[config.mk]
export PLATFORM = sky130hd
export DESIGN_NAME = heart_rate_beat_detector
export DESIGN_NICKNAME = d
export VERILOG_FILES = /design/src/hdl/hrbd_pkg.sv /design/src/hdl/heart_rate_beat_detector.sv /design/src/hdl/hrbd_ctrl.sv /design/src/hdl/hrbd_datapath.sv
export SDC_FILE = /design/constraint.sdc
export NUM_CORES = 1
export LEC_CHECK = 0
export BUFFER_PORTS_ARGS = -buffer_cell sky130_fd_sc_hd__buf_2
export CORE_MARGIN = 8
export CORE_UTILIZATION = 58
export DETAILED_ROUTE_END_ITERATION = 7
export GPL_ROUTABILITY_DRIVEN = 1
export PLACE_DENSITY = 0.87
export SETUP_SLACK_MARGIN = 0.1
export SYNTH_ARGS = -nofsm -noshare
export SYNTH_HDL_FRONTEND = slang
export SYNTH_SLANG_ARGS = --single-unit
[constraint.sdc]
create_clock -name clock -period 8.15 [get_ports clock]
set_input_delay 1.2225 -clock clock [delete_from_list [all_inputs] [get_ports clock]]
set_output_delay 1.2225 -clock clock [all_outputs]
set_load 0.1 [all_outputs]
[src/hdl/hrbd_pkg.sv]
// Shared types and constants for the heart rate beat detector.
// Used by hrbd_ctrl, hrbd_datapath and heart_rate_beat_detector; no dependencies.
package hrbd_pkg;

   localparam int SAMPLE_W    = 12;
   localparam int JUMP_W      = 13;
   localparam int TICK_W      = 16;
   localparam int PERIOD_W    = 10;
   localparam int BPM_W       = 8;
   localparam int MS_W        = TICK_W + PERIOD_W;
   localparam int DIVIDEND_W  = 16;
   localparam int DIV_STEPS   = DIVIDEND_W;
   localparam int DIV_CNT_W   = $clog2(DIV_STEPS);
   localparam int CSR_INDEX_W = 2;
   localparam int CSR_DATA_W  = PERIOD_W;

   localparam int WINDOW_LEN_DEFAULT = 32;

   localparam logic [DIVIDEND_W-1:0] BPM_DIVIDEND = DIVIDEND_W'(60000);
   localparam logic [SAMPLE_W-1:0]   SAMPLE_TOP   = {SAMPLE_W{1'b1}};
   localparam logic [JUMP_W-1:0]     JUMP_RESET   = JUMP_W'(4096);
   localparam logic [PERIOD_W-1:0]   PERIOD_RESET = PERIOD_W'(20);
   localparam logic [BPM_W-1:0]      CEIL_RESET   = BPM_W'(200);
   localparam logic [BPM_W-1:0]      FLOOR_RESET  = BPM_W'(30);

   // register indexes on the configuration port
   localparam logic [CSR_INDEX_W-1:0] CSR_SAMPLE_PERIOD = 2'd0;
   localparam logic [CSR_INDEX_W-1:0] CSR_BPM_CEILING   = 2'd1;
   localparam logic [CSR_INDEX_W-1:0] CSR_BPM_FLOOR     = 2'd2;

   typedef struct packed {
      logic sample_load;
      logic mul_load;
      logic div_step;
      logic rsp_load;
   } dp_cmd_type;

   typedef struct packed {
      logic beat_found;
   } dp_status_type;

endpackage

[src/hdl/heart_rate_beat_detector.sv]
// Heart rate beat detector: adaptive-threshold pulse detection with BPM output.
// Top level joining hrbd_ctrl and hrbd_datapath; depends on hrbd_pkg.
//
// Usage: one 12-bit pulse sample is taken per handshake on the req_ channel
// (req_valid / req_stall). Every second falling crossing of the adaptive
// midpoint with a positive tick interval yields one result on the rsp_
// channel: the clamped beats per minute and the interval in samples.
// Throughput: samples that give no result flow at one per cycle while no
// beat result is in progress. A sample that completes a beat is followed
// by the tick-by-period multiply, the bit-per-cycle restoring divider of
// 60000 by the interval in ms, and the load of the output register;
// req_stall is high meanwhile.
// A result held by rsp_stall does not block new samples; only a following
// result waits in its last step until the output register is free.
// Configuration must be written through csr_write / csr_index / csr_wdata
// only while the block is idle (unchecked by the block); index 3 is ignored.
// Reset (synchronous, active high) restores the register defaults (20 ms,
// ceiling 200, floor 30), clears the detector state and drops rsp_valid.
module heart_rate_beat_detector #(
   parameter int WINDOW_LEN = hrbd_pkg::WINDOW_LEN_DEFAULT
) (
   input  logic                             clock,
   input  logic                             reset,
   input  logic                             csr_write,
   input  logic [hrbd_pkg::CSR_INDEX_W-1:0] csr_index,
   input  logic [hrbd_pkg::CSR_DATA_W-1:0]  csr_wdata,
   input  logic                             req_valid,
   output logic                             req_stall,
   input  logic [hrbd_pkg::SAMPLE_W-1:0]    req_sample,
   output logic                             rsp_valid,
   input  logic                             rsp_stall,
   output logic [hrbd_pkg::BPM_W-1:0]       rsp_bpm,
   output logic [hrbd_pkg::TICK_W-1:0]      rsp_interval_ticks
);
   import hrbd_pkg::*;

   dp_cmd_type    cmd;
   dp_status_type status;

   hrbd_ctrl u_ctrl (
      .clock     (clock),
      .reset     (reset),
      .req_valid (req_valid),
      .req_stall (req_stall),
      .rsp_valid (rsp_valid),
      .rsp_stall (rsp_stall),
      .status    (status),
      .cmd       (cmd)
   );

   hrbd_datapath #(
      .WINDOW_LEN (WINDOW_LEN)
   ) u_datapath (
      .clock              (clock),
      .reset              (reset),
      .csr_write          (csr_write),
      .csr_index          (csr_index),
      .csr_wdata          (csr_wdata),
      .req_sample         (req_sample),
      .cmd                (cmd),
      .status             (status),
      .rsp_bpm            (rsp_bpm),
      .rsp_interval_ticks (rsp_interval_ticks)
   );

endmodule

[src/hdl/hrbd_ctrl.sv]
// Controller for the heart rate beat detector: sequences sample update,
// interval multiply, divide and result hand-off. Depends on hrbd_pkg.
module hrbd_ctrl (
   input  logic                   clock,
   input  logic                   reset,
   input  logic                   req_valid,
   output logic                   req_stall,
   output logic                   rsp_valid,
   input  logic                   rsp_stall,
   input  hrbd_pkg::dp_status_type status,
   output hrbd_pkg::dp_cmd_type    cmd
);
   import hrbd_pkg::*;

   typedef enum logic [3:0] {
      ST_IDLE = 4'b0001,
      ST_MUL  = 4'b0010,
      ST_DIV  = 4'b0100,
      ST_DONE = 4'b1000
   } state_type;

   state_type            state_ff, state_in;
   logic [DIV_CNT_W-1:0] cnt_ff, cnt_in;
   logic                 rsp_valid_ff, rsp_valid_in;
   logic                 accept;

   assign req_stall = (state_ff != ST_IDLE);
   assign accept    = req_valid && (state_ff == ST_IDLE);
   assign rsp_valid = rsp_valid_ff;

   always_comb begin
      state_in = state_ff;
      cnt_in   = cnt_ff;
      cmd      = '0;
      unique case (state_ff)
         ST_IDLE: begin
            cmd.sample_load = accept;
            if (accept && status.beat_found) begin
               state_in = ST_MUL;
            end
         end
         ST_MUL: begin
            cmd.mul_load = 1'b1;
            cnt_in       = '0;
            state_in     = ST_DIV;
         end
         ST_DIV: begin
            cmd.div_step = 1'b1;
            cnt_in       = cnt_ff + 1'b1;
            if (cnt_ff == DIV_CNT_W'(DIV_STEPS - 1)) begin
               state_in = ST_DONE;
            end
         end
         ST_DONE: begin
            // hold the quotient until the output register is free
            if (!rsp_valid_ff || !rsp_stall) begin
               cmd.rsp_load = 1'b1;
               state_in     = ST_IDLE;
            end
         end
         default: state_in = ST_IDLE;
      endcase
   end

   always_comb begin
      rsp_valid_in = rsp_valid_ff;
      if (cmd.rsp_load) begin
         rsp_valid_in = 1'b1;
      end else if (!rsp_stall) begin
         rsp_valid_in = 1'b0;
      end
   end

   always_ff @(posedge clock) begin
      if (reset) begin
         state_ff     <= ST_IDLE;
         cnt_ff       <= '0;
         rsp_valid_ff <= 1'b0;
      end else begin
         state_ff     <= state_in;
         cnt_ff       <= cnt_in;
         rsp_valid_ff <= rsp_valid_in;
      end
   end

endmodule

[src/hdl/hrbd_datapath.sv]
// Datapath for the heart rate beat detector: adaptive threshold state,
// edge timing, interval multiplier, restoring divider and output register.
// Depends on hrbd_pkg.
module hrbd_datapath #(
   parameter int WINDOW_LEN = hrbd_pkg::WINDOW_LEN_DEFAULT
) (
   input  logic                                clock,
   input  logic                                reset,
   input  logic                                csr_write,
   input  logic [hrbd_pkg::CSR_INDEX_W-1:0]    csr_index,
   input  logic [hrbd_pkg::CSR_DATA_W-1:0]     csr_wdata,
   input  logic [hrbd_pkg::SAMPLE_W-1:0]       req_sample,
   input  hrbd_pkg::dp_cmd_type                cmd,
   output hrbd_pkg::dp_status_type             status,
   output logic [hrbd_pkg::BPM_W-1:0]          rsp_bpm,
   output logic [hrbd_pkg::TICK_W-1:0]         rsp_interval_ticks
);
   import hrbd_pkg::*;

   localparam int FILL_W = $clog2(WINDOW_LEN + 1);

   // configuration
   logic [PERIOD_W-1:0] period_ff;
   logic [BPM_W-1:0]    ceiling_ff;
   logic [BPM_W-1:0]    floor_ff;

   // detector state
   logic [SAMPLE_W-1:0] prev_ff;
   logic [FILL_W-1:0]   fill_ff, fill_in;
   logic [SAMPLE_W-1:0] max_ff, max_in;
   logic [SAMPLE_W-1:0] min_ff, min_in;
   logic [SAMPLE_W-1:0] mid_ff, mid_in;
   logic [JUMP_W-1:0]   jump_ff, jump_in;
   logic                level_ff, level_in;
   logic                parity_ff;
   logic [TICK_W-1:0]   tick_ff;
   logic [TICK_W-1:0]   first_ff;

   // divider
   logic [TICK_W-1:0]     beat_ticks_ff;
   logic [MS_W-1:0]       ms_ff;
   logic [MS_W-1:0]       rem_ff;
   logic [DIVIDEND_W-1:0] quo_ff;

   logic [TICK_W-1:0] rsp_ticks_ff;
   logic [BPM_W-1:0]  rsp_bpm_ff;

   logic signed [SAMPLE_W+1:0] rise;
   logic                       in_window;
   logic                       close;
   logic [SAMPLE_W-1:0]        max_upd, min_upd;
   logic [SAMPLE_W:0]          extreme_sum;
   logic                       fall_edge;
   logic [MS_W:0]              rem_shift;
   logic                       q_bit;
   logic [BPM_W-1:0]           bpm_capped;
   logic [BPM_W-1:0]           bpm_clamped;

   always_comb begin
      rise      = $signed({2'b00, req_sample}) - $signed({2'b00, prev_ff});
      in_window = rise < $signed({1'b0, jump_ff});
      max_upd   = (in_window && (req_sample > max_ff)) ? req_sample : max_ff;
      min_upd   = (in_window && (req_sample < min_ff)) ? req_sample : min_ff;
      fill_in   = in_window ? fill_ff + 1'b1 : fill_ff;
      close     = (fill_in >= FILL_W'(WINDOW_LEN));
      extreme_sum = {1'b0, max_upd} + {1'b0, min_upd};
      mid_in  = mid_ff;
      jump_in = jump_ff;
      max_in  = max_upd;
      min_in  = min_upd;
      if (close) begin
         fill_in = '0;
         mid_in  = extreme_sum[SAMPLE_W:1];
         jump_in = (max_upd >= min_upd) ?
                   {1'b0, SAMPLE_W'(max_upd - min_upd) >> 1} : '0;
         max_in  = '0;
         min_in  = SAMPLE_TOP;
      end
      level_in  = (req_sample > mid_in);
      fall_edge = level_ff && !level_in;
      // an even edge gives a beat only if the interval is positive
      status.beat_found = fall_edge && parity_ff && (tick_ff > first_ff);
   end

   always_ff @(posedge clock) begin
      if (reset) begin
         period_ff  <= PERIOD_RESET;
         ceiling_ff <= CEIL_RESET;
         floor_ff   <= FLOOR_RESET;
      end else if (csr_write) begin
         unique case (csr_index)
            CSR_SAMPLE_PERIOD: period_ff  <= csr_wdata;
            CSR_BPM_CEILING:   ceiling_ff <= csr_wdata[BPM_W-1:0];
            CSR_BPM_FLOOR:     floor_ff   <= csr_wdata[BPM_W-1:0];
            default: ;
         endcase
      end
   end

   always_ff @(posedge clock) begin
      if (reset) begin
         prev_ff   <= '0;
         fill_ff   <= '0;
         max_ff    <= '0;
         min_ff    <= SAMPLE_TOP;
         mid_ff    <= '0;
         jump_ff   <= JUMP_RESET;
         level_ff  <= 1'b0;
         parity_ff <= 1'b0;
         tick_ff   <= '0;
         first_ff  <= '0;
      end else if (cmd.sample_load) begin
         prev_ff  <= req_sample;
         fill_ff  <= fill_in;
         max_ff   <= max_in;
         min_ff   <= min_in;
         mid_ff   <= mid_in;
         jump_ff  <= jump_in;
         level_ff <= level_in;
         if (fall_edge) begin
            parity_ff <= ~parity_ff;
            if (!parity_ff) begin
               first_ff <= tick_ff;
            end else begin
               tick_ff <= '0;
            end
         end else begin
            tick_ff <= tick_ff + 1'b1;
         end
      end
   end

   // restoring division of the fixed dividend by the interval in ms;
   // a zero divisor leaves all ones, which the ceiling then caps
   always_comb begin
      rem_shift = {rem_ff, quo_ff[DIVIDEND_W-1]};
      q_bit     = (rem_shift >= {1'b0, ms_ff});
   end

   always_ff @(posedge clock) begin
      if (cmd.sample_load) begin
         beat_ticks_ff <= tick_ff - first_ff;
      end
      if (cmd.mul_load) begin
         ms_ff  <= beat_ticks_ff * period_ff;
         rem_ff <= '0;
         quo_ff <= BPM_DIVIDEND;
      end else if (cmd.div_step) begin
         rem_ff <= q_bit ? MS_W'(rem_shift - {1'b0, ms_ff}) : rem_shift[MS_W-1:0];
         quo_ff <= {quo_ff[DIVIDEND_W-2:0], q_bit};
      end
   end

   always_comb begin
      bpm_capped  = (quo_ff > {{(DIVIDEND_W-BPM_W){1'b0}}, ceiling_ff}) ?
                    ceiling_ff : quo_ff[BPM_W-1:0];
      bpm_clamped = (bpm_capped < floor_ff) ? floor_ff : bpm_capped;
   end

   always_ff @(posedge clock) begin
      if (cmd.rsp_load) begin
         rsp_bpm_ff   <= bpm_clamped;
         rsp_ticks_ff <= beat_ticks_ff;
      end
   end

   assign rsp_bpm            = rsp_bpm_ff;
   assign rsp_interval_ticks = rsp_ticks_ff;

endmodule
==> flow_metrics.py, run 1 <==
metrics = {
    "grt": {
        "grt_pass1_vias": 16500,
        "grt_pass1_wl_mm": 80.2,
        "overflow": 0,
        "antenna_found_initial": 1,
        "grt_use_total_pct": 24.5,
        "grt_max_degree": 64,
    },
    "cts": {
        "cts_max_level": 1,
        "hold_buffers": 0,
        "clock-sinks": 243,
        "cts_tree": "done",
        "clk-insertion-delay-late_ns": 0.58,
        "clkTransAtPathRegs_ns": 0.06,
        "clockBufferDepth": 3,
        "cts_root_buf": "clkbuf_16",
        "cts_buffers": 28,
    },
    "timing": {
        "period_needed_ns": 7.82,
        "clock.fmax_ghz": 0.128,
        "max_slew_margin_pct": 32.6,
        "fin_worst_skew_ns": 0.0375,
        "hold_viol_final": 0,
        "setup_violations": 0,
        "setup_ws_ns": 0.331,
        "tns_ns": 0,
        "rsz0062_at_grt": "false",
        "slew_violations": 0,
        "tightest_slew_ns": 1.01,
        "fin_crit_sh_pct": 95.9,
    },
    "setup_path": {
        "path_max_fanout": 8,
        "max_stage_delay_ns": 0.39,
        "worst-setup-path-type": "primary input to flip-flop",
        "reg2reg_depth": 37,
        "path_buf_inv": 7,
        "r2r-start": "u_datapath.prev_ff[1]",
        "cpMaxStageDelayCell": "fa_2",
        "crit_start": "req_sample[0]",
        "start_kind": "primary input",
        "endpoint_kind": "flip-flop",
        "crit_family": "simple AND/OR/NAND/NOR gates",
        "critical_path_required_ns": 8.61,
        "arrival_ns": 8.28,
        "timing.rr.end": "u_datapath.tick_ff[13]",
        "ff2ff_setup_slack_ns": 0.77,
    },
    "placed_design": {
        "portBuffers": 54,
        "dpl_cell_area_sq_mm": 0.0205,
        "dp_slack_ns": -0.368,
        "place_congestion": 0.942,
        "hpwl_mm": 36.2,
        "dp_cells": 2636,
    },
    "synth": {
        "yosys_warnings": 0,
        "syn_avg_cell_area_sq_um": 9.07,
        "synth.area.mux_share_pct": 5.57,
        "synth_edf_count": 66,
        "synth-main-ff-cell": "dfxtp_1",
        "synth_xor_area_share_pct": 4.56,
        "synthesis.nets": 2503,
        "synth_fa_ha_area_share_pct": 24.7,
        "ys_ff_latch": 243,
        "synthArstFlopShare_pct": 0,
        "syn-cell-area_sq_mm": 0.0196,
        "seq_area_frac_synth_pct": 28.2,
        "synth_cell_types": 95,
        "synth_compound_area_share_pct": 13.4,
        "yosys.area_share.simple_pct": 16.8,
        "postSynthCellCount": 2157,
        "synth_top_family_by_area": "adder cells",
    },
    "drt": {
        "ant_nets": 0,
        "post_drt_wl_per_cell_um": 18.7,
        "highest_layer": "met4",
        "viasPerCell": 6.04,
        "drc": 0,
        "vias": 16300,
        "wl_met3_mm": 3.59,
        "met2_length_mm": 24.6,
        "wl_met1_mm": 19.8,
        "dr.pass1.iters": 5,
        "drt_iter0_drc": 1305,
        "wirelength_mm": 50.4,
    },
    "hold_path": {
        "min_from": "u_datapath.prev_ff[2]",
        "hold_path_class": "flip-flop to flip-flop",
        "holdPathStages": 2,
        "worstHoldEndpoint": "u_datapath.prev_ff[2]",
    },
    "floorplan": {
        "dieWidth_um": 200,
        "dieArea_sq_mm": 0.0399,
        "die_h_um": 200,
        "core_sq_mm": 0.0334,
        "ios": 55,
        "num_rows": 67,
        "initial_utilization_pct": 58.7,
    },
    "pwr": {
        "power.leakage_uw": 0.00985,
        "ir_drop_v": 0.000165,
        "netSwitchingPower_uw": 1140,
        "switching_share_pct": 31.4,
        "power_frac_seq_pct": 36.8,
        "p_clk_share_pct": 35.7,
        "comb_power_share_pct": 27.5,
        "intPower_uw": 2500,
        "power.density_mw_per_mm2": 167,
    },
    "cells_and_area": {
        "n_antenna_cell": 0,
        "fin_area_sq_mm": 0.0218,
        "mostFrequentLayoutCell": "nand2_1",
        "stdcell_count": 2695,
        "n_fill_cell": 2522,
        "area_growth_syn_to_layout_pct": 11.4,
        "nets": 2571,
        "drive_gt1_share_pct": 13.6,
        "mostFrequentLayoutCells": "238 x nand2_1, 232 x inv_1, 197 x ha_1",
    },
    "job": {
        "maxCapViolations": 0,
    },
    "status": {
        "status": "finished clean",
    },
}
## per-stage QoR
step | hold slack, ns | total power, uW | utilization (%)
after CTS | 0.462 | 3600 | 64.4
after floorplan | 0.424 | 2040 | -
final | 0.458 | 3640 | 65.3
after detailed placement | 0.454 | 2310 | 61.6
after global placement | 0.443 | 2270 | 61.6
after global routing | 0.479 | 3800 | 65.3
## kinds of logic (layout without fill, tap and decap cells)
kind of cell    Yosys count  after routing
simple gates            672            672
compound gates          392            392
buf+inv                 327            417
fa+ha+maj               317            317
flops                   243            243
mux                     104            104
xor+xnor                102            102
## sequential cells by signal (all words and copies together), names as in the netlist, 16 cells and up
| signal | cells |
|---|---|
| u_datapath.ms_ff | 26 |
| u_datapath.rem_ff | 26 |
| u_datapath.beat_ticks_ff | 16 |
| u_datapath.first_ff | 16 |
| u_datapath.quo_ff | 16 |
| u_datapath.rsp_interval_ticks | 16 |
| u_datapath.tick_ff | 16 |
## synth_stat cells (5+ instances only)
| cell | number | share of area, % |
|---|---|---|
| nand2_1 | 241 | 4.6 |
| inv_1 | 233 | 4.5 |
| ha_1 | 202 | 13 |
| dfxtp_1 | 177 | 18 |
| nor2_1 | 146 | 2.8 |
| a21oi_1 | 122 | 3.1 |
| fa_1 | 115 | 12 |
| and2_1 | 72 | 2.3 |
| o21ai_0 | 68 | 1.7 |
| edfxtp_1 | 66 | 10 |
| mux2i_1 | 65 | 3.3 |
| xnor2_1 | 65 | 2.9 |
| clkbuf_1 | 58 | 1.1 |
| a21o_1 | 39 | 1.5 |
| mux2_2 | 39 | 2.2 |
| nor3_1 | 38 | 0.97 |
| xor2_1 | 37 | 1.7 |
| nand3_1 | 34 | 0.87 |
| nand4_1 | 23 | 0.74 |
| nor2b_1 | 20 | 0.64 |
| a31oi_1 | 19 | 0.61 |
| nand2b_1 | 17 | 0.54 |
| o21a_1 | 17 | 0.65 |
| buf_2 | 15 | 0.38 |
| nor4_1 | 15 | 0.48 |
| a22o_1 | 13 | 0.58 |
| o31ai_1 | 13 | 0.50 |
| o21bai_1 | 11 | 0.42 |
| and3_1 | 9 | 0.29 |
| buf_1 | 8 | 0.15 |
| a211oi_1 | 7 | 0.27 |
| a32oi_1 | 7 | 0.31 |
| nand3b_1 | 7 | 0.27 |
| o211ai_1 | 7 | 0.27 |
| buf_4 | 6 | 0.23 |
| or2_2 | 6 | 0.19 |
| or3_1 | 6 | 0.19 |
| a311oi_1 | 5 | 0.22 |
| nor4b_1 | 5 | 0.22 |
| o22ai_1 | 5 | 0.16 |
| o41ai_1 | 5 | 0.22 |
## layout make-up
type	count	area, sq um	area share [%]
Clock buffer	37	774	3.55
Tap cell	448	561	2.57
Timing Repair Buffer	131	908	4.17
Inverter	234	878	4.03
Clock inverter	15	175	0.803
Sequential cell	243	5530	25.3
Multi-Input combinational cell	1587	13000	59.5
## tightest hold or removal path, cell delays in order, from the launching register on
cell,delay (ns)
dfxtp_1,0.31
nand2_1,0.05
a21oi_1,0.05
## worst max-delay path by stage
stage,endpoint,slack [ns],cells after the start
5_1_grt,u_datapath.first_ff[4],0.02,40
3_5_place_dp,u_datapath.tick_ff[14],-0.37,38
4_1_cts,u_datapath.tick_ff[14],0.19,38
6_report,u_datapath.tick_ff[13],0.33,39
2_1_floorplan,u_datapath.first_ff[0],0.13,39
3_3_place_gp,u_datapath.tick_ff[14],-0.14,37
## per-layer routing
metal  global-route usage (%)  vias to the layer above
li1                         -                     7505
met1                     29.3                     7870
met2                     43.1                      708
met3                     3.40                      192
met4                     11.4                        0
met5                        0                        -
## power by group through the flow
| stage | logic (uW) | registers, uW | clock network, uW |
|---|---|---|---|
| 5_1_grt | 1100 | 1340 | 1360 |
| 4_1_cts | 957 | 1340 | 1310 |
| 3_5_place_dp | 947 | 1360 | 0 |
| 2_1_floorplan | 711 | 1330 | 0 |
| 3_3_place_gp | 908 | 1360 | 0 |
| 6_report | 1000 | 1340 | 1300 |
## timing repair
action                                  CTS  global route
gates resized for setup                   0            55
endpoints found under the setup margin    0            38
setup buffers                             0             5
Note: power is estimated with default switching activity, not from simulation.
==> inputs of run 2 (changes only) <==
--- a/config.mk
+++ b/config.mk
@@ -5,6 +5,7 @@
 export SDC_FILE = /design/constraint.sdc
 export NUM_CORES = 1
 export LEC_CHECK = 0
+export ABC_AREA = 1
 export BUFFER_PORTS_ARGS = -buffer_cell sky130_fd_sc_hd__buf_2
 export CORE_MARGIN = 8
 export CORE_UTILIZATION = 58
==> run 2 against run 1 <==
Flip-flop and latch count did not move. Worst hold slack got worse by 0.0034 ns. Non-clock buffer count decreased by 60. First-iteration DRC count is 18% higher. Critical endpoint is now u_datapath.tick_ff[10]. Largest cell class unchanged.
==> flow_metrics.py, run 2 <==
metrics = {
    "grt": {
        "grt_use_total_pct": 24.8,
        "antenna_found_initial": 1,
        "overflow": 0,
        "grt_pass1_wl_mm": 84.9,
        "grt_max_degree": 59,
        "grt_pass1_vias": 17900,
    },
    "placed_design": {
        "portBuffers": 54,
        "dp_slack_ns": 0.184,
        "dp_cells": 3070,
        "place_congestion": 0.972,
        "hpwl_mm": 38.3,
    },
    "pwr": {
        "switching_share_pct": 42.3,
        "power.density_mw_per_mm2": 259,
        "ir_drop_v": 0.000206,
        "comb_power_share_pct": 48.1,
        "power.leakage_uw": 0.0109,
        "netSwitchingPower_uw": 2350,
        "intPower_uw": 3210,
        "total_power_uw": 5550,
        "power_frac_seq_pct": 29.2,
        "p_clk_share_pct": 22.6,
    },
    "cts": {
        "postCtsSetupRepairBufs": 0,
        "clk-insertion-delay-late_ns": 0.55,
        "clockBufferDepth": 3,
        "cts_max_level": 1,
        "cts_resized": 0,
        "clock-sinks": 243,
        "cts_tree": "done",
        "clkTransAtPathRegs_ns": 0.06,
        "hold_buffers": 0,
        "cts_buffers": 27,
        "cts_root_buf": "clkbuf_16",
    },
    "synth": {
        "seq_area_frac_synth_pct": 27.8,
        "yosys_warnings": 0,
        "synth.area.top_cells": "dfxtp_1 18%, ha_1 13%, nand2_1 12%",
        "syn-cell-area_sq_mm": 0.0199,
        "synth_edf_count": 66,
        "ys_ff_latch": 243,
        "yosysMostFrequentCell": "nand2_1",
        "synth_common_cells": "641 x nand2_1, 423 x inv_1, 202 x ha_1, 192 x a21oi_1, 187 x nor2_1",
        "synth.largest_area_cell": "dfxtp_1",
        "synthesis.nets": 2978,
        "synthArstFlopShare_pct": 0,
        "syn_avg_cell_area_sq_um": 7.56,
        "synth_cell_types": 50,
        "synth-main-ff-cell": "dfxtp_1",
        "netlist.area_leader.share_pct": 17.8,
        "postSynthCellCount": 2632,
    },
    "drt": {
        "drc": 0,
        "drt_iter0_drc": 1538,
        "vias": 17500,
        "dr.pass1.iters": 6,
        "post_drt_wl_per_cell_um": 16.3,
        "ant_nets": 0,
        "wirelength_mm": 50.9,
        "viasPerCell": 5.60,
    },
    "setup_path": {
        "worst-setup-path-type": "primary input to flip-flop",
        "start_kind": "primary input",
        "path_buf_inv": 2,
        "endpoint_kind": "flip-flop",
        "cpMaxStageDelayCell": "fa_1",
        "arrival_ns": 7.87,
        "path_max_fanout": 19,
        "critPathMostFrequentCell": "nand2_1",
        "crit_family": "compound AO/OA/AOI/OAI gates",
        "critical_path_required_ns": 8.59,
        "max_stage_delay_ns": 0.42,
    },
    "cells_and_area": {
        "multi_input_area_sq_mm": 0.0124,
        "reg_top3": "u_datapath.ms_ff x26, u_datapath.rem_ff x26",
        "nets": 2990,
        "seq_area_sq_mm": 0.00553,
        "drive_gt1_share_pct": 5.63,
        "area_growth_syn_to_layout_pct": 7.73,
        "final_util_pct": 62.8,
        "mostFrequentLayoutCell": "nand2_1",
        "stdcell_count": 3120,
        "mostFrequentLayoutCells": "640 x nand2_1, 423 x inv_1, 202 x ha_1",
        "n_fill_cell": 2919,
        "n_antenna_cell": 0,
    },
    "timing": {
        "setup_violations": 0,
        "rsz0062_at_grt": "false",
        "fin_worst_skew_ns": 0.0131,
        "slew_violations": 0,
        "hold_viol_final": 0,
        "tns_ns": 0,
        "tightest_slew_ns": 1.07,
        "period_needed_ns": 7.43,
        "fin_crit_sh_pct": 91.2,
        "max_slew_margin_pct": 27.9,
        "clock.fmax_ghz": 0.135,
        "setup_ws_ns": 0.718,
    },
    "floorplan": {
        "dieArea_sq_mm": 0.0405,
        "initial_utilization_pct": 58.3,
        "dieWidth_um": 201,
        "ios": 55,
        "die_h_um": 201,
        "core_sq_mm": 0.0341,
        "num_rows": 68,
    },
    "hold_path": {
        "hold_path_class": "flip-flop to flip-flop",
    },
    "status": {
        "status": "finished clean",
    },
    "job": {
        "maxCapViolations": 0,
    },
}
run 2: power by group through the flow:
stage,Clock [uW],Sequential (uW),Combinational (uW)
2_1_floorplan,0,1520,2120
3_3_place_gp,0,1630,2500
3_5_place_dp,0,1640,2610
4_1_cts,1270,1620,2650
5_1_grt,1320,1630,3050
6_report,1260,1620,2670
run 2: final cells by class:
type | count | share of cell area [%]
sequential | 243 | 25.8
tap | 455 | 2.66
clock inverter | 7 | 0.350
timing repair buffer | 71 | 1.87
inverter | 432 | 7.57
clock buffer | 43 | 3.96
multi-input combinational | 1869 | 57.8
run 2: final timing paths:
check                   startpoint                      to  slack, ns  cells past startpoint
max reg2reg  u_datapath.prev_ff[2]  u_datapath.tick_ff[10]       1.20                     41
min reg2reg  u_datapath.jump_ff[0]   u_datapath.jump_ff[0]       0.46                      2
max                  req_sample[2]  u_datapath.tick_ff[10]       0.72                     41
min          u_datapath.jump_ff[0]   u_datapath.jump_ff[0]       0.46                      2
run 2: logic make-up (layout without fill, tap and decap cells):
group / count (synthesis) / in the layout / synth area share, %
flops: 243 / 243 / 27.8
mux: 4 / 4 / 0.201
buf+inv: 520 / 553 / 10.1
xor+xnor: 100 / 100 / 4.40
compound gates: 422 / 422 / 12.0
fa+ha+maj: 317 / 317 / 24.3
simple gates: 1026 / 1026 / 21.2
run 2: metrics by stage:
stage,instance area [sq um],hold WS (ns)
after floorplan,19900,0.419
after global placement,20500,0.435
after detailed placement,20500,0.441
after CTS,21400,0.456
after global routing,21400,0.480
final,21400,0.455
run 2: worst reg2reg max path: cells and delay by family, from the launching register on:
| family | cells | cell delay (ns) |
|---|---|---|
| buffers and inverters | 2 | 0.29 |
| AOI/OAI and AO/OA | 15 | 2.54 |
| and+or+nand+nor | 18 | 1.95 |
| xor gates and xnor gates | 1 | 0.20 |
| DFF | 1 | 0.31 |
| adders and majority gates | 5 | 1.56 |
run 2: layer usage:
layer | vias up | wire (um) | GRT usage (%)
met5 | - | 0 | 0
met4 | 0 | 1860 | 9.00
met3 | 142 | 3230 | 2.65
met2 | 663 | 24900 | 44.2
met1 | 8204 | 20900 | 30.7
li1 | 8476 | - | -
==> inputs of run 3 (changes only) <==
--- a/config.mk
+++ b/config.mk
@@ -6,10 +6,10 @@
 export NUM_CORES = 1
 export LEC_CHECK = 0
 export ABC_AREA = 1
-export BUFFER_PORTS_ARGS = -buffer_cell sky130_fd_sc_hd__buf_2
 export CORE_MARGIN = 8
-export CORE_UTILIZATION = 58
+export CORE_UTILIZATION = 59
 export DETAILED_ROUTE_END_ITERATION = 7
+export DONT_BUFFER_PORTS = 1
 export GPL_ROUTABILITY_DRIVEN = 1
 export PLACE_DENSITY = 0.87
 export SETUP_SLACK_MARGIN = 0.1
==> run 3 against run 2 <==
Routed wire length down 1.6%. First-iteration DRC count fell by 21%. Non-clock buffer count shrank 59. Register-to-register slack lost 0.05 ns. Combinational power down 2%. Critical path type unchanged. Sequential share of layout area up 0.39 points. Final cell count down 2.1%.
==> flow_metrics.py, run 3 (synthesized netlist as in run 2, its figures left out) <==
metrics = {
    "cells_and_area": {
        "final_util_pct": 63.2,
        "nets": 2932,
        "reg_top3": "u_datapath.ms_ff x26, u_datapath.rem_ff x26",
        "n_fill_cell": 2883,
        "n_antenna_cell": 0,
        "area_growth_syn_to_layout_pct": 6.12,
        "mostFrequentLayoutCell": "nand2_1",
        "mostFrequentLayoutCells": "641 x nand2_1, 423 x inv_1, 202 x ha_1",
        "drive_gt1_share_pct": 3.37,
    },
    "setup_path": {
        "worst-setup-path-type": "primary input to flip-flop",
        "critical_path_required_ns": 8.60,
        "cpMaxStageDelayCell": "fa_1",
        "reg2reg_depth": 43,
        "start_kind": "primary input",
        "r2r-start": "u_datapath.prev_ff[2]",
        "endpoint_kind": "flip-flop",
        "path_max_fanout": 12,
        "ff2ff_setup_slack_ns": 1.15,
        "timing.rr.end": "u_datapath.tick_ff[8]",
        "arrival_ns": 7.77,
        "max_stage_delay_ns": 0.40,
        "critPathMostFrequentCell": "nand2_1",
    },
    "hold_path": {
        "min_from": "u_datapath.mid_ff[6]",
        "holdPathStages": 2,
        "hold_path_class": "flip-flop to flip-flop",
        "worstHoldEndpoint": "u_datapath.mid_ff[6]",
    },
    "floorplan": {
        "ios": 55,
        "initial_utilization_pct": 59.6,
        "dieArea_sq_mm": 0.0398,
        "dieWidth_um": 200,
        "die_h_um": 200,
        "core_sq_mm": 0.0334,
        "num_rows": 67,
    },
    "pwr": {
        "power.leakage_uw": 0.0107,
        "ir_drop_v": 0.000171,
        "power.density_mw_per_mm2": 262,
    },
    "job": {
        "maxCapViolations": 0,
    },
    "cts": {
        "cts_max_level": 1,
        "clkTransAtPathRegs_ns": 0.06,
        "cts_root_buf": "clkbuf_16",
        "clock-sinks": 243,
        "clockBufferDepth": 3,
        "hold_buffers": 0,
        "postCtsSetupRepairBufs": 0,
        "cts_buffers": 28,
        "cts_resized": 0,
        "clk-insertion-delay-late_ns": 0.56,
        "cts_tree": "done",
    },
    "timing": {
        "setup_violations": 0,
        "hold_viol_final": 0,
        "tns_ns": 0,
        "tightest_slew_ns": 1.06,
        "period_needed_ns": 7.32,
        "slew_violations": 0,
        "fin_worst_skew_ns": 0.0146,
        "clock.fmax_ghz": 0.137,
        "rsz0062_at_grt": "false",
        "max_slew_margin_pct": 28.9,
        "fin_crit_sh_pct": 89.9,
    },
    "drt": {
        "wirelength_mm": 50.1,
        "drc": 0,
        "drt_iter0_drc": 1219,
        "viasPerCell": 5.62,
        "ant_nets": 0,
        "dr.pass1.iters": 6,
        "post_drt_wl_per_cell_um": 16.4,
        "vias": 17200,
    },
    "grt": {
        "grt_use_total_pct": 25.3,
        "grt_max_degree": 59,
        "antenna_found_initial": 0,
        "grt_pass1_wl_mm": 82.9,
        "overflow": 0,
        "grt_pass1_vias": 17400,
    },
    "placed_design": {
        "hpwl_mm": 38.4,
        "portBuffers": 0,
        "place_congestion": 0.939,
    },
    "status": {
        "status": "finished clean",
    },
}
-- run 3: critical path: cells and delay by family --
| family | cells | cell delay [ns] |
|---|---|---|
| and+or+nand+nor | 24 | 2.83 |
| AOI/OAI and AO/OA | 11 | 1.84 |
| adders and majority gates | 5 | 1.41 |
| buffers and inverters | 1 | 0.25 |
| xor gates and xnor gates | 1 | 0.17 |
-- run 3: through the flow --
stage	std cells	hold WS [ns]	power (uW)	setup slack, ns	instance area, sq um
after floorplan	2632	0.419	3640	1.23	19900
after global placement	3004	0.434	4140	0.647	20200
after detailed placement	3004	0.443	4240	0.373	20200
after CTS	3056	0.458	5540	0.926	21100
after global routing	3056	0.476	5960	0.117	21100
final	3056	0.456	5520	0.827	21100
-- run 3: routing by layer --
layer	track usage, %	vias to the layer above	routed length, um
met5	0	-	0
met4	9.37	0	1720
met3	4.66	129	3190
met2	44.8	547	24500
met1	30.3	8146	20800
li1	-	8359	-
-- run 3: report_power, final --
group | internal [uW] | leakage (uW) | switching, uW
Clock | 769 | 0.000465 | 505
Sequential | 1450 | 0.00206 | 179
Combinational | 999 | 0.00815 | 1620
-- run 3: worst max-delay path by stage --
| stage | cells after the start | from | slack [ns] | endpoint |
|---|---|---|---|---|
| after floorplan | 40 | req_sample[2] | 1.23 | u_datapath.first_ff[0] |
| after global placement | 42 | req_sample[2] | 0.65 | u_datapath.tick_ff[8] |
| after detailed placement | 42 | req_sample[2] | 0.37 | u_datapath.tick_ff[8] |
| after CTS | 42 | req_sample[2] | 0.93 | u_datapath.tick_ff[8] |
| after global routing | 42 | req_sample[2] | 0.12 | u_datapath.tick_ff[8] |
| final | 42 | req_sample[2] | 0.83 | u_datapath.tick_ff[8] |
-- run 3: final cells by class --
class / count / area [sq um] / share of cell area, %
multi-input combinational: 1869 / 12400 / 58.6
sequential: 243 / 5530 / 26.2
inverter: 432 / 1620 / 7.68
clock buffer: 41 / 832 / 3.94
tap: 448 / 561 / 2.66
clock inverter: 11 / 110 / 0.522
timing repair buffer: 12 / 90.1 / 0.427
